### src/hw/rtl/sactp_pkg.sv
// ----------------------------------------------------------------------------
// sactp_pkg
// shared types and constants of the cache tag store with tree pseudo-lru
// ----------------------------------------------------------------------------
package sactp_pkg;

  localparam int ADDR_W     = 32;
  localparam int WAY_OUT_W  = 3;
  localparam int VTAG_W     = 20;
  localparam int CNT_W      = 32;
  // widest tree: eight ways need seven node bits
  localparam int TREE_MAX_W = 7;

  localparam logic CMD_READ  = 1'b0;
  localparam logic CMD_WRITE = 1'b1;

  typedef struct packed {
    logic              command;
    logic [ADDR_W-1:0] address;
  } sactp_req_t;

  typedef struct packed {
    logic                 hit;
    logic [WAY_OUT_W-1:0] way;
    logic                 victim_valid;
    logic                 victim_dirty;
    logic [VTAG_W-1:0]    victim_tag;
    logic [CNT_W-1:0]     hit_count;
    logic [CNT_W-1:0]     miss_count;
  } sactp_rsp_t;

endpackage

### src/hw/rtl/sactp_lookup.sv
// ----------------------------------------------------------------------------
// sactp_lookup
// tag compare, tree victim choice and row update for one set
// ----------------------------------------------------------------------------
module sactp_lookup
  import sactp_pkg::*;
#(
  parameter int WAYS   = 4,
  parameter int TAG_W  = 20,
  parameter int TREE_W = 3,
  parameter int WAY_W  = 2
) (
  input  logic [WAYS*TAG_W-1:0] tags_i,
  input  logic [WAYS-1:0]       valid_i,
  input  logic [WAYS-1:0]       dirty_i,
  input  logic [TREE_W-1:0]     tree_i,
  input  logic [TAG_W-1:0]      tag_i,
  input  logic                  command_i,
  output logic                  hit_o,
  output logic [WAY_W-1:0]      way_o,
  output logic                  victim_valid_o,
  output logic                  victim_dirty_o,
  output logic [TAG_W-1:0]      victim_tag_o,
  output logic [WAYS*TAG_W-1:0] tags_o,
  output logic [WAYS-1:0]       valid_o,
  output logic [WAYS-1:0]       dirty_o,
  output logic [TREE_W-1:0]     tree_o
);

  localparam int LVL  = $clog2(WAYS);
  localparam int SPAN = 1 << LVL;

  logic [WAYS-1:0]       match;
  logic                  hit;
  logic [WAY_W-1:0]      hit_way;
  logic [WAY_W-1:0]      victim;
  logic [WAY_W-1:0]      sel;
  logic [TREE_MAX_W-1:0] t_in;
  logic [TREE_MAX_W-1:0] t_new;
  logic [3:0]            v_node, v_lo, v_half;
  logic                  v_up;
  logic [3:0]            u_node, u_lo, u_half;
  logic                  u_up;

  // parallel compare, lowest matching way wins
  always_comb begin
    hit     = 1'b0;
    hit_way = '0;
    for (int w = 0; w < WAYS; w++) begin
      match[w] = valid_i[w] && (tags_i[w*TAG_W +: TAG_W] == tag_i);
    end
    for (int w = WAYS - 1; w >= 0; w--) begin
      if (match[w]) begin
        hit     = 1'b1;
        hit_way = WAY_W'(w);
      end
    end
  end

  assign t_in = TREE_MAX_W'(tree_i);

  // victim walk, branches to absent ways are never taken
  always_comb begin
    v_node = 4'd1;
    v_lo   = '0;
    v_half = 4'(SPAN / 2);
    v_up   = 1'b0;
    for (int l = 0; l < LVL; l++) begin
      v_up = t_in[3'(v_node - 4'd1)];
      if ((v_lo + v_half) >= 4'(WAYS)) begin
        v_up = 1'b0;
      end
      if (v_up) begin
        v_lo = v_lo + v_half;
      end
      v_node = {v_node[2:0], v_up};
      v_half = v_half >> 1;
    end
    victim = WAY_W'(v_lo);
  end

  assign sel = hit ? hit_way : victim;

  // mark the used way most recent along its path
  always_comb begin
    t_new  = t_in;
    u_node = 4'd1;
    u_lo   = '0;
    u_half = 4'(SPAN / 2);
    u_up   = 1'b0;
    for (int l = 0; l < LVL; l++) begin
      u_up = ((4'(sel) - u_lo) >= u_half);
      t_new[3'(u_node - 4'd1)] = ~u_up;
      if (u_up) begin
        u_lo = u_lo + u_half;
      end
      u_node = {u_node[2:0], u_up};
      u_half = u_half >> 1;
    end
  end

  // new row contents
  always_comb begin
    tags_o  = tags_i;
    valid_o = valid_i;
    dirty_o = dirty_i;
    if (hit) begin
      if (command_i == CMD_WRITE) begin
        dirty_o[hit_way] = 1'b1;
      end
    end else begin
      tags_o[victim*TAG_W +: TAG_W] = tag_i;
      valid_o[victim]               = 1'b1;
      dirty_o[victim]               = (command_i == CMD_WRITE);
    end
  end

  assign hit_o          = hit;
  assign way_o          = sel;
  assign victim_valid_o = !hit && valid_i[victim];
  assign victim_dirty_o = !hit && valid_i[victim] && dirty_i[victim];
  assign victim_tag_o   = (!hit && valid_i[victim]) ? tags_i[victim*TAG_W +: TAG_W] : '0;
  assign tree_o         = TREE_W'(t_new);

endmodule

### config.mk
export PLATFORM = sky130hd
export DESIGN_NAME = sactp_lookup
export DESIGN_NICKNAME = d
export VERILOG_FILES = /design/src/hw/rtl/sactp_pkg.sv /design/src/hw/rtl/sactp_lookup.sv
export SDC_FILE = /design/constraint.sdc
export NUM_CORES = 1
export LEC_CHECK = 0
export ABC_AREA = 1
export BUFFER_PORTS_ARGS = -buffer_cell sky130_fd_sc_hd__buf_2
export CAP_MARGIN = 20
export CORE_UTILIZATION = 44
export DETAILED_ROUTE_END_ITERATION = 10
export PLACE_DENSITY = 0.81
export SETUP_SLACK_MARGIN = 0.05
export SYNTH_ARGS = -nofsm -noshare
export SYNTH_HDL_FRONTEND = slang
export SYNTH_SLANG_ARGS = --single-unit
### constraint.sdc
create_clock -name vclk -period 2.3
set_input_delay 0.46 -clock vclk [all_inputs]
set_output_delay 0.46 -clock vclk [all_outputs]
set_load 0.01 [all_outputs]
==> impl_metrics.ini, run 1 <==
[synthesis]
synth_top_area_share_pct = 37.5
synth_area_leader_cell = nand2_1
avgSynthCellArea_um2 = 4.51
synthesis.area_um2 = 4380
synth_cells = 970
syn_nets = 1082
synth.distinct_cells = 40
synthTopCellsByArea = nand2_1 37%, nor2_1 8.7%, o21ai_0 8.6%
yosysSeqAreaShare_pct = 0
yosys_warnings = 0

[placement]
dpl-instance-area_um2 = 7510
place.gp.congestion = 1.14
io_buffers = 228
dp.cells = 1539
dp_hpwl_um = 23700

[die]
num_rows = 36
initial_core_util_pct = 45.0
die_h_um = 102
ios = 228
die_w_um = 102

[clock_network]
cts_setup_buffers = 63
cts_hold_buf = 0
ctsResizeCount = 416

[status]
lastStage = clock tree synthesis
outcome = stopped before the end
tool.error = [ERROR DPL-0033] detailed placement checks failed during check placement.
cell usage after synthesis (8+ instances only):
cell type  number
xnor2_1         8
nor2_1        102
buf_2          12
nand2_1       437
o21ai_0        75
o21ai_2        17
nand4_1        10
o21ai_1        33
buf_4           8
inv_2          24
inv_1          93
a31oi_1        21
clkbuf_1       11
nand3_1        24
a21oi_1        34
logic make-up after synthesis:
family | after synthesis | share of synthesized area, %
xor+xnor | 8 | 1.60
simple gates | 601 | 55.7
buf+inv | 160 | 16.4
compound gates | 201 | 26.3
stage by stage:
step           hold WS (ps)  setup WS, ps  utilization, %
3_3_place_gp           1250          -406            77.2
3_5_place_dp           1250          -405            77.2
2_1_floorplan          1030          13.9               -
==> run 2: changes to the inputs <==
--- a/config.mk
+++ b/config.mk
@@ -8,10 +8,9 @@
 export ABC_AREA = 1
 export BUFFER_PORTS_ARGS = -buffer_cell sky130_fd_sc_hd__buf_2
 export CAP_MARGIN = 20
-export CORE_UTILIZATION = 44
+export CORE_UTILIZATION = 40
 export DETAILED_ROUTE_END_ITERATION = 10
-export PLACE_DENSITY = 0.81
-export SETUP_SLACK_MARGIN = 0.05
+export PLACE_DENSITY_LB_ADDON = 0.15
 export SYNTH_ARGS = -nofsm -noshare
 export SYNTH_HDL_FRONTEND = slang
 export SYNTH_SLANG_ARGS = --single-unit
==> constraint.sdc (replaced) <==
create_clock -name vclk -period 3
set_input_delay 0.6 -clock vclk [all_inputs]
set_output_delay 0.6 -clock vclk [all_outputs]
set_load 0.01 [all_outputs]
==> run 2 against run 1 <==
  * The flow now finishes without violations
  * Synthesized area did not move
  * Synthesized cell count stayed put
==> impl_metrics.ini, run 2 <==
[clock_network]
cts_hold_buf = 0

[synthesis]
syn_nets = 1082
synth.distinct_cells = 40
synth_common_cells = 437 x nand2_1, 102 x nor2_1, 93 x inv_1, 75 x o21ai_0, 34 x a21oi_1
synth_area_leader_cell = nand2_1
synthesis.area_um2 = 4380
avgSynthCellArea_um2 = 4.51
yosys.cell_count.top_type = nand2_1
synthTopCellsByArea = nand2_1 37%, nor2_1 8.7%, o21ai_0 8.6%
yosys_warnings = 0
synth_cells = 970
yosysSeqAreaShare_pct = 0
synth_top_area_share_pct = 37.5

[layout]
num-nets-final = 1358
ff_latch_area_um2 = 0
final_cell_mix = 428 x nand2_1, 220 x buf_2, 93 x nor2_1
drive_gt1_share_pct = 32.7
diodes = 0
layout.cells.most_common = nand2_1
syn2layout_area_growth_pct = 47.8
clock_buffers = 0
seq_cell_count = 0

[global_route]
grt_pass1_vias = 6826
grt_use_met2_pct = 71.0
use_met3_pct = 9.30
grt_util_all_layers_pct = 46.1
grt_max_degree = 42
top_usage_layer = met2
grt_pass1_wl_um = 39400
globalRouteOverflowTotal = 0
grtUsageMet1_pct = 59.9
antenna_found_initial = 0

[sta]
fin_ws_ps = 12.6
slew_headroom_pct = 32.6
finalMaxSlewViolations = 0
period_minus_slack_ps = 2990
whs_ps = 1520
finalCritPeriodShare_pct = 99.6
setup_viol = 0
tightest_slew_ps = 1000
fmax_mhz = 335
hold_viol_final = 0
grt_setup_unrepaired = true

[die]
dieArea_um2 = 11400
num_rows = 37
initial_core_util_pct = 41.8
ios = 228
coreArea_um2 = 10500
die_h_um = 107
die_w_um = 107

[placement]
io_buffers = 228
place.gp.congestion = 1.15
place_ws_ps = -48.9
dp_hpwl_um = 22400

[power]
peakVddDrop_mv = 0.132
p_leak_nw = 3.90
power.density_nw_per_um2 = 194

[setup_path]
critPathRequiredTime_ps = 2400
start_kind = input port
crit_arrival_ps = 2390
worstSetupPathType = in2out
worstSetupEndpointType = output port
cp_max_fo = 7

[routing]
wl_um = 27600
route.detailed.drc = 0
dr.pass1.iters = 6
route.vias.total = 7850
avgRoutedWirePerCell_um = 20.0
ant_nets = 0
drtIter0Drc = 1157
vias_per_cell = 5.69

[job]
drv_cap = 0

[status]
outcome = completed

[worst_hold_path]
hp-class = in2out
-- run 2: cell counts after synthesis --
No cell type changed its count.
-- run 2: area by class of cell --
type                       instances  area, um2
inverter                         119        487
tap                              136        170
fill                            1172       3990
timing repair buffer             314       2020
multi-input combinational        811       3790
-- run 2: cell families after synthesis --
| group | after synthesis | synth area share, % |
|---|---|---|
| simple gates | 601 | 55.7 |
| compound gates | 201 | 26.3 |
| buf+inv | 160 | 16.4 |
| xor+xnor | 8 | 1.60 |
-- run 2: routing by layer --
layer / vias to the layer above / wire length [um] / share of wire [%]
met5: - / 0 / 0
met1: 3451 / 10700 / 39
met3: 109 / 3690 / 13
li1: 3636 / - / -
met2: 654 / 11500 / 42
met4: 0 / 1660 / 6.0
-- run 2: what timing repair did --
item | in CTS | in global routing
pin swaps | 0 | 7
gates resized for setup | 3 | 66
setup buffers | 0 | 0
cloned | 0 | 5
endpoints found under the setup margin | 14 | 109
-- run 2: final timing paths --
path	cells after the start	to	startpoint	slack, ps
hold / removal	4	valid_o[2]	valid_i[2]	1520
setup / recovery	7	tags_o[32]	tree_i[0]	10
-- run 2: critical path, stage by stage --
cell	delay, ps
buf_2	170
nand2_1	280
o22ai_1	440
a21boi_0	200
or2_2	380
o21ai_2	170
buf_2	150
-- run 2: metrics by stage --
step,area [um2],TNS (ps),power [W],cells,utilization [%]
global route,6470,-101,0.00133,1380,61.8
CTS,6170,0,0.00116,1375,59.0
finish,6470,0,0.00126,1380,61.8
global placement,6160,-3330,0.00115,1375,58.9
floorplan,4380,0,0.000590,970,-
detailed placement,6160,-112,0.00115,1375,58.9
-- run 2: report_power, final --
part           total [W]  switching, W  internal (W)
clock                  0             0             0
combinational    0.00126      0.000790      0.000467
sequential             0             0             0
total            0.00126      0.000790      0.000467
Power figures use the tool's default switching activity.
==> run 3: changes to the inputs <==
==> constraint.sdc (replaced) <==
create_clock -name vclk -period 3.6
set_input_delay 0.72 -clock vclk [all_inputs]
set_output_delay 0.72 -clock vclk [all_outputs]
set_load 0.01 [all_outputs]
==> run 3 against run 2 <==
  * The flow now finishes with violations (negative setup slack)
  * Global-route usage is 3.6 points lower
  * Combinational power shrank 27%
  * Critical endpoint is now tags_o[70]
  * Critical path depth is 8 higher
  * Wire length is 9.0% lower
  * Largest power group unchanged
  * Die area did not move
  * Hold slack improved by 240 ps
  * Non-clock buffer count fell by 51
  * Critical path type unchanged
  * Final area is 11% lower
  * Sequential cell count unchanged
  * Clock-buffer cell count stayed put
  * Sequential share of layout area did not move
  * Via count down 5.0%
  * Largest cell class unchanged
==> impl_metrics.ini, run 3 (same netlist as run 2, synthesis figures left out) <==
[die]
dieArea_um2 = 11400
coreArea_um2 = 10500
num_rows = 37
initial_core_util_pct = 41.8
ios = 228
die_h_um = 107
die_w_um = 107

[sta]
period_minus_slack_ps = 3600
fmax_mhz = 278
hold_viol_final = 0
whs_ps = 1760
finalMaxSlewViolations = 0
setup_viol = 1
fin_ws_ps = -3.56
tightest_slew_ps = 674
finalCritPeriodShare_pct = 100
slew_headroom_pct = 54.6

[layout]
drive_gt1_share_pct = 27.5
utilization_pct = 55.0
clock_buffers = 0
syn2layout_area_growth_pct = 31.3
diodes = 0
stdcell_count = 1329
ff_latch_area_um2 = 0
seq_cell_count = 0
final_cell_mix = 437 x nand2_1, 228 x buf_2, 102 x nor2_1
layout.cells.most_common = nand2_1
num-nets-final = 1307

[power]
switching_share_pct = 65.7
power.share.clock_pct = 0
power.density_nw_per_um2 = 161
power.switching_w = 0.000606
peakVddDrop_mv = 0.0834
comb_power_share_pct = 100.0
p_leak_nw = 3.56
internal_power_w = 0.000317
seq_power_share_pct = 0
p_total_w = 0.000923

[placement]
io_buffers = 228
place.gp.congestion = 1.08
dp_hpwl_um = 20700
dp.cells = 1326
place_ws_ps = 141

[job]
drv_cap = 0

[global_route]
grt_util_all_layers_pct = 42.5
grt_pass1_vias = 6346
grt_pass1_wl_um = 36700
globalRouteOverflowTotal = 0
antenna_found_initial = 0
grt_max_degree = 42

[routing]
route.vias.total = 7456
avgRoutedWirePerCell_um = 18.9
wl_um = 25100
vias_per_cell = 5.61
ant_nets = 0
route.detailed.drc = 0
dr.pass1.iters = 6
drtIter0Drc = 1004

[setup_path]
worstSetupEndpointType = output port
crit_arrival_ps = 2880
critPathRequiredTime_ps = 2880
start_kind = input port
cp_max_fo = 24
worstSetupPathType = in2out

[worst_hold_path]
hp-class = in2out

[status]
failed_checks = negative setup slack
outcome = finished with violations

[clock_network]
cts_hold_buf = 0
run 3: cell count changes in the layout (fill, tap and decap cells not counted), sizes merged:
cell / change
clkbuf: -11
buf: -40
run 3: final cells by class:
cell class,instances,area [um2]
Fill cell,1207,4710
Multi-Input combinational cell,811,3680
Timing Repair Buffer,263,1440
Inverter,119,457
Tap cell,136,170
run 3: final timing paths:
| path | start | to | slack, ps | depth (start not counted) |
|---|---|---|---|---|
| min | tags_i[55] | tags_o[55] | 1760 | 4 |
| max | tag_i[17] | tags_o[70] | -4 | 15 |
run 3: what timing repair did:
| action | in CTS | in global routing |
|---|---|---|
| setup buffers | 0 | 2 |
| gates resized for setup | 0 | 4 |
| endpoints found under the setup margin | 0 | 21 |
run 3: per-layer routing:
metal	global-route usage (%)	routed length (um)	vias to the layer above
met4	17.7	1240	0
met5	0	0	-
met2	66.5	10600	579
li1	-	-	3528
met3	5.90	3080	84
met1	58.1	10100	3265
run 3: power groups by stage:
| stage | Clock (W) | Sequential, W | Combinational [W] |
|---|---|---|---|
| 2_1_floorplan | 0 | 0 | 0.000491 |
| 3_3_place_gp | 0 | 0 | 0.000891 |
| 3_5_place_dp | 0 | 0 | 0.000890 |
| 4_1_cts | 0 | 0 | 0.000894 |
| 5_1_grt | 0 | 0 | 0.000989 |
| 6_report | 0 | 0 | 0.000923 |
run 3: critical path: stages:
cell	delay (ps)
buf_2	260
inv_4	120
nand2_1	120
nand2_1	130
nor2_1	130
nand2_1	60
nor2_1	150
nand3_1	160
nand2_2	200
nor2_8	100
nand2_2	130
buf_12	170
nor2_1	50
a21oi_1	200
buf_2	180
run 3: per-stage QoR:
stage	setup TNS (ps)	area, um2
detailed placement	0	5710
global placement	0	5710
finish	-3.56	5750
global route	-33.2	5750
floorplan	0	4380
CTS	0	5710
